### src/rtl/core/fca_pkg.sv
// Shared types and constants for the chunk allocator.
// Used by the controller, the datapath and the top level.
package fca_pkg;

  localparam int CAPACITY = 64;
  localparam int IDX_W    = 6;
  localparam int CNT_W    = 7;

  typedef enum logic [1:0] {
    ST_OK        = 2'd0,
    ST_INVALID   = 2'd1,
    ST_DOUBLE    = 2'd2,
    ST_EXHAUSTED = 2'd3
  } status_t;

  typedef struct packed {
    logic capture;
    logic execute;
  } fca_cmd_t;

endpackage

### src/rtl/core/free_list_chunk_allocator.sv
// Top level of the LIFO free-list chunk allocator.
// Instantiates fca_ctrl and fca_datapath; depends on fca_pkg.
//
// A command is accepted at a clock edge where start is high and busy is low.
// action 0 asks for a chunk, action 1 returns chunk_index to the pool.
// Busy is high for the one execute cycle after acceptance. The result item
// appears on granted_index, status, free_count and total_count for exactly
// one cycle with done high, loaded as the execute state ends; the receiver
// cannot stall it and must take it then. A new command can be accepted in
// the same cycle that done is shown. An item runs the registered read of the
// free stack memory, then the update in the execute state, with busy high.
// Writing cfg_data with cfg_we high sets up the pool again: indices 0 to
// count-1 exist and are free, count saturating at 64. The write takes effect
// at once. The user must issue it only while the block is idle; the block
// itself does not enforce this. Reset empties the pool with no clearing
// pass; the first get then creates index 0.
module free_list_chunk_allocator (
  input  logic                      clk,
  input  logic                      rst,
  input  logic                      start,
  output logic                      busy,
  input  logic                      action,
  input  logic [fca_pkg::IDX_W-1:0] chunk_index,
  input  logic                      cfg_we,
  input  logic [fca_pkg::CNT_W-1:0] cfg_data,
  output logic                      done,
  output logic [fca_pkg::IDX_W-1:0] granted_index,
  output logic [1:0]                status,
  output logic [fca_pkg::CNT_W-1:0] free_count,
  output logic [fca_pkg::CNT_W-1:0] total_count
);
  import fca_pkg::*;

  fca_cmd_t cmd;

  fca_ctrl u_ctrl (
    .clk   (clk),
    .rst   (rst),
    .start (start),
    .busy  (busy),
    .cmd   (cmd)
  );

  fca_datapath u_dp (
    .clk           (clk),
    .rst           (rst),
    .cmd           (cmd),
    .action        (action),
    .chunk_index   (chunk_index),
    .cfg_we        (cfg_we),
    .cfg_data      (cfg_data),
    .done          (done),
    .granted_index (granted_index),
    .status        (status),
    .free_count    (free_count),
    .total_count   (total_count)
  );

  a_free_le_total: assert property (@(posedge clk) disable iff (rst)
    done |-> free_count <= total_count)
    else $error("free count exceeds created count");

  a_exhausted_full: assert property (@(posedge clk) disable iff (rst)
    (done && status == ST_EXHAUSTED) |->
      (total_count == CNT_W'(CAPACITY) && free_count == '0))
    else $error("exhausted reported with chunks available");

  a_error_no_grant: assert property (@(posedge clk) disable iff (rst)
    (done && status != ST_OK) |-> granted_index == '0)
    else $error("index granted on a failed item");

  a_accept_busy: assert property (@(posedge clk) disable iff (rst)
    (start && !busy) |=> (busy ##1 done))
    else $error("accepted item did not complete on schedule");

endmodule

### src/rtl/core/fca_ctrl.sv
// Controller of the chunk allocator: accepts a command and sequences one
// execute cycle. Depends on fca_pkg.
module fca_ctrl (
  input  logic              clk,
  input  logic              rst,
  input  logic              start,
  output logic              busy,
  output fca_pkg::fca_cmd_t cmd
);
  import fca_pkg::*;

  typedef enum logic {
    S_IDLE,
    S_EXEC
  } state_t;

  state_t state;

  always_ff @(posedge clk) begin
    if (rst) begin
      state <= S_IDLE;
    end else begin
      unique case (state)
        S_IDLE: begin
          if (start) begin
            state <= S_EXEC;
          end
        end
        S_EXEC: begin
          state <= S_IDLE;
        end
        default: begin
          state <= S_IDLE;
        end
      endcase
    end
  end

  assign busy        = (state == S_EXEC);
  assign cmd.capture = (state == S_IDLE) && start;
  assign cmd.execute = (state == S_EXEC);

endmodule

### src/rtl/core/fca_datapath.sv
// Datapath of the chunk allocator: free stack memory, used flags, counters
// and the result register. Depends on fca_pkg.
module fca_datapath (
  input  logic                       clk,
  input  logic                       rst,
  input  fca_pkg::fca_cmd_t          cmd,
  input  logic                       action,
  input  logic [fca_pkg::IDX_W-1:0]  chunk_index,
  input  logic                       cfg_we,
  input  logic [fca_pkg::CNT_W-1:0]  cfg_data,
  output logic                       done,
  output logic [fca_pkg::IDX_W-1:0]  granted_index,
  output logic [1:0]                 status,
  output logic [fca_pkg::CNT_W-1:0]  free_count,
  output logic [fca_pkg::CNT_W-1:0]  total_count
);
  import fca_pkg::*;

  logic [IDX_W-1:0] stack_mem [CAPACITY];
  logic [CAPACITY-1:0] stk_valid;
  logic [CAPACITY-1:0] in_use;
  logic [CNT_W-1:0] depth;
  logic [CNT_W-1:0] created;

  logic             act;
  logic [IDX_W-1:0] idx;
  logic [IDX_W-1:0] rd_data;
  logic             rd_valid;
  logic [IDX_W-1:0] rd_pos;

  logic [CNT_W-1:0] depth_m1;
  logic [CNT_W-1:0] setup_cnt;
  logic [IDX_W-1:0] top_value;

  logic [CNT_W-1:0] depth_next;
  logic [CNT_W-1:0] created_next;
  logic [IDX_W-1:0] grant_next;
  status_t          status_next;
  logic             set_used;
  logic             push;

  assign depth_m1  = depth - CNT_W'(1);
  assign setup_cnt = (cfg_data > CNT_W'(CAPACITY)) ? CNT_W'(CAPACITY) : cfg_data;
  // A stack slot not written since setup still holds its own position.
  assign top_value = rd_valid ? rd_data : rd_pos;

  always_comb begin
    depth_next   = depth;
    created_next = created;
    grant_next   = '0;
    status_next  = ST_OK;
    set_used     = 1'b0;
    push         = 1'b0;
    if (!act) begin
      if (depth != '0) begin
        depth_next = depth_m1;
        grant_next = top_value;
        set_used   = 1'b1;
      end else if (created < CNT_W'(CAPACITY)) begin
        grant_next   = created[IDX_W-1:0];
        created_next = created + CNT_W'(1);
        set_used     = 1'b1;
      end else begin
        status_next = ST_EXHAUSTED;
      end
    end else begin
      if ({1'b0, idx} >= created) begin
        status_next = ST_INVALID;
      end else if (!in_use[idx]) begin
        status_next = ST_DOUBLE;
      end else begin
        depth_next = depth + CNT_W'(1);
        push       = 1'b1;
      end
    end
  end

  always_ff @(posedge clk) begin
    if (cmd.capture) begin
      rd_data <= stack_mem[depth_m1[IDX_W-1:0]];
    end
    if (cmd.execute && push) begin
      stack_mem[depth[IDX_W-1:0]] <= idx;
    end
  end

  always_ff @(posedge clk) begin
    if (cmd.capture) begin
      act      <= action;
      idx      <= chunk_index;
      rd_pos   <= depth_m1[IDX_W-1:0];
      rd_valid <= stk_valid[depth_m1[IDX_W-1:0]];
    end
    if (cmd.execute) begin
      granted_index <= grant_next;
      status        <= status_next;
      free_count    <= depth_next;
      total_count   <= created_next;
    end
  end

  always_ff @(posedge clk) begin
    if (rst) begin
      depth     <= '0;
      created   <= '0;
      in_use    <= '0;
      stk_valid <= '0;
      done      <= 1'b0;
    end else if (cfg_we) begin
      depth     <= setup_cnt;
      created   <= setup_cnt;
      in_use    <= '0;
      stk_valid <= '0;
      done      <= 1'b0;
    end else begin
      done <= cmd.execute;
      if (cmd.execute) begin
        depth   <= depth_next;
        created <= created_next;
        if (set_used) begin
          in_use[grant_next] <= 1'b1;
        end
        if (push) begin
          in_use[idx]                   <= 1'b0;
          stk_valid[depth[IDX_W-1:0]]   <= 1'b1;
        end
      end
    end
  end

endmodule

### config.mk
export PLATFORM = sky130hd
export DESIGN_NAME = free_list_chunk_allocator
export DESIGN_NICKNAME = d
export VERILOG_FILES = /design/src/rtl/core/fca_pkg.sv /design/src/rtl/core/free_list_chunk_allocator.sv /design/src/rtl/core/fca_ctrl.sv /design/src/rtl/core/fca_datapath.sv
export SDC_FILE = /design/constraint.sdc
export NUM_CORES = 1
export LEC_CHECK = 0
export ABC_CLOCK_PERIOD_IN_PS = 7250
export BUFFER_PORTS_ARGS = -buffer_cell sky130_fd_sc_hd__buf_2
export CORE_MARGIN = 2
export CORE_UTILIZATION = 62
export CTS_BUF_LIST = sky130_fd_sc_hd__clkbuf_8
export DETAILED_ROUTE_END_ITERATION = 8
export PLACE_DENSITY = 0.9
export SLEW_MARGIN = 25
export SYNTH_ARGS = -nofsm -noshare
export SYNTH_HDL_FRONTEND = slang
export SYNTH_SLANG_ARGS = --single-unit
### constraint.sdc
create_clock -name clk -period 7.25 [get_ports clk]
set_clock_uncertainty 0.05 [all_clocks]
set_input_delay 1.45 -clock clk [delete_from_list [all_inputs] [get_ports clk]]
set_output_delay 1.45 -clock clk [all_outputs]
set_load 0.1 [all_outputs]
==> metrics <==
NumNets Final=1662; Synth top area share=54.4%; cell accounting for the most synthesized area=edfxtp_1; CP Max Fanout=79; Final Cycle Share=just over 70%; routed len/inst=27.1 µm; RSZ-0062 raised after global routing=no; initial DRC count=2141; placed cell area=about 0.024 mm²; gr ovfl total=0; die area=0.0395 mm²; # IOs=42; dpl cells=2055; drt total wl=60200 µm; WS Path Type=register to register; clock sinks=570; outcome=complete, no violations; leak pwr=between 8 and 9 nW; CP Capture Type=register; CP Launch Point=u_dp.idx[0]; Post-CTS Resized=0; R2R cell count=11; post-DR vias/cell=a little under 7; final hold violations=0; Slew @ Worst Pin=1.14 ns; global-route wire length before repair=90200 µm; asr flop ratio synth=0%; Yosys reg bits=570; Synth area leaders=edfxtp_1 (54%), dfxtp_1 (12%), mux4_2 (11%); CTS Buffer Depth=3; CTS clk-pin slew, worst paths=approximately 0.060 ns; post-synth net total=1615; total negative slack=0 ns; maximum VDD drop=around 150 µV; worst r2r src=u_dp.idx[0]; Area Growth Syn to Fin=11.0%; Post-DP HPWL=34400 µm; largest net degree at the start of global routing=80; Worst setup SP type=register; initial antenna violation count=3; Initial Util=62.7%; CTS tree=built; CTS buffer count=between 80 and 90; Hold Path Sink=u_dp.stk_valid[56]; cells after synthesis=1587; CP required=7.48 ns; core area=0.0375 mm²; htree depth=3; Routed Antenna Nets=0; GRT Total Usage=31.1%; die height=199 µm; number of buffers added on ports=41; Post-Layout Cell Count=approximately 2200; hold buffer count at cts=0; total number of vias=15385; Avg Cell Area, Syn=approximately 15 µm²; Ys Warns=0; mapped cell area=0.0235 mm²; Post-Layout Inst Area=about 0.026 mm²; share of cells above drive strength 1=21.7%; Period minus WS final=5.24 ns; post-CTS setup buffers=0; Post-synth EDFFs=426; Max Cap Viol=0; 1st-pass router iterations=6; R2R setup slack=2.01 ns; predominant post-synthesis flop cell=edfxtp_1; Remaining DRCs=0; vias in the first global route=~15000; min-delay src=u_dp.stk_valid[56]; Placement Setup Slack=2.15 ns; Die Wd=about 200 µm; FF-to-FF End=u_dp.stack_mem[38][3]; post-route setup slack=2.01 ns; Slew Viols, Final=0; hold crit path type=register to register; Max-slew headroom=23.3%; clock root cell=clkbuf_8; critical path data arrival time=5.47 ns; pwr/cell area=275 mW/mm²; sequential element share of the synthesized area=66.6%; fmax=approximately 190 MHz; final setup vio count=0; Clock Latency Late Sink=0.69 ns; post-synthesis cell type count=between 60 and 70; Placer Congestion=0.927; Std-Cell Rows=around 70; hold-critical path depth=1
[layout by cell type, fill, tap and decap left out, types with 7 or more instances in the layout]
| master | synthesis | routed |
|---|---|---|
| a211oi_1 | 68 | 68 |
| a21oi_1 | 83 | 83 |
| a311oi_1 | 21 | 21 |
| a31oi_1 | 10 | 10 |
| and3_1 | 27 | 27 |
| buf_2 | 16 | 42 |
| buf_4 | 1 | 32 |
| clkbuf_8 | 0 | 106 |
| clkinv_2 | 0 | 7 |
| dfxtp_1 | 144 | 142 |
| edfxtp_1 | 426 | 426 |
| ha_1 | 10 | 9 |
| inv_1 | 26 | 58 |
| mux2i_1 | 25 | 25 |
| mux4_2 | 118 | 118 |
| nand2_1 | 157 | 157 |
| nand3_1 | 46 | 46 |
| nand4_1 | 12 | 12 |
| nor2_1 | 65 | 64 |
| nor3_1 | 34 | 23 |
| nor3_2 | 0 | 11 |
| nor4_1 | 19 | 13 |
| nor4_2 | 1 | 7 |
| o21a_1 | 57 | 57 |
| o21ai_0 | 12 | 12 |
| or3_1 | 9 | 9 |
| xnor2_1 | 12 | 9 |
[state kept, by name, indices dropped and copies added (netlist names)]
| name | count |
|---|---|
| u_dp.free_count | 7 |
| u_dp.depth | 7 |
| u_dp.created | 7 |
| u_ctrl.busy | 1 |
| u_dp.act | 1 |
| u_dp.rd_valid | 1 |
| u_dp.stack_mem | 384 |
| u_dp.idx | 6 |
| u_dp.done | 1 |
| u_dp.total_count | 7 |
| u_dp.in_use | 64 |
| u_dp.rd_pos | 6 |
| u_dp.status | 2 |
| u_dp.rd_data | 6 |
| u_dp.granted_index | 6 |
| u_dp.stk_valid | 64 |
[Yosys cell counts (9+ instances only)]
| library cell | n |
|---|---|
| edfxtp_1 | 426 |
| nand2_1 | 157 |
| dfxtp_1 | 144 |
| mux4_2 | 118 |
| a21oi_1 | 83 |
| clkbuf_1 | 78 |
| a211oi_1 | 68 |
| nor2_1 | 65 |
| o21a_1 | 57 |
| nand3_1 | 46 |
| nor3_1 | 34 |
| and3_1 | 27 |
| inv_1 | 26 |
| mux2i_1 | 25 |
| a311oi_1 | 21 |
| nor4_1 | 19 |
| buf_2 | 16 |
| buf_1 | 15 |
| nand4_1 | 12 |
| o21ai_0 | 12 |
| xnor2_1 | 12 |
| a31oi_1 | 10 |
| ha_1 | 10 |
| or3_1 | 9 |
[power breakdown]
group          switching (W)  total (W)  internal [W]
Clock                0.00129    0.00281       0.00152
Sequential         0.0000405    0.00359       0.00355
Combinational       0.000558   0.000787      0.000229
Total                0.00189    0.00718       0.00529
[critical path: stages, from the launching register on]
cell and delay (ns):
edfxtp_1 0.32, buf_4 0.65, inv_1 0.25, ha_1 0.35, nand2b_1 0.15, a21o_1 0.17, a21o_1 0.18, a2111oi_2 0.43
o41a_2 0.28, nand3_4 0.49, or4_1 0.96, nor2_1 0.55
[kinds of logic after synthesis]
family,count (synthesis),synth area share [%]
XOR/XNOR,13,0.484
multiplexers,149,12.6
adder cells (fa/ha/maj),10,0.532
AO/OA/AOI/OAI,297,8.71
buffers and inverters,144,2.66
AND/OR/NAND/NOR,404,8.32
flip-flops,570,66.6
[how the worst max path moves through the flow]
stage                                  endpoint  slack [ns]  cells past startpoint
final                     u_dp.stack_mem[38][3]        2.01                     11
after global routing      u_dp.stack_mem[37][5]        1.77                     11
after CTS                 u_dp.stack_mem[35][0]        2.12                     11
after detailed placement  u_dp.stack_mem[38][0]        2.15                     11
after global placement    u_dp.stack_mem[37][2]        2.47                      9
after floorplan           u_dp.stack_mem[25][0]        2.72                     12
[stage by stage]
step / hold WS (ns) / util [%] / total power (W)
5_1_grt: 0.429 / 69.7 / 0.00735
3_3_place_gp: 0.379 / 64.4 / 0.00437
4_1_cts: 0.418 / 69.4 / 0.00715
2_1_floorplan: 0.370 / - / 0.00416
3_5_place_dp: 0.403 / 64.5 / 0.00440
6_report: 0.419 / 69.7 / 0.00718
[routing by layer]
| metal | GRT usage (%) | share of wire, % |
|---|---|---|
| met5 | 0 | 0.032 |
| met2 | 48.4 | 48 |
| met3 | 9.19 | 12 |
| met1 | 39.8 | 35 |
| met4 | 16.5 | 4.9 |
[cell type report]
class	instances	area [µm²]
clock inverter	56	408
antenna	1	2.50
inverter	27	101
fill	2272	11400
sequential	570	15700
timing repair buffer	75	465
clock buffer	106	1460
multi-input combinational	873	7360
tap	511	639
Note: power is estimated with default switching activity, not from simulation.
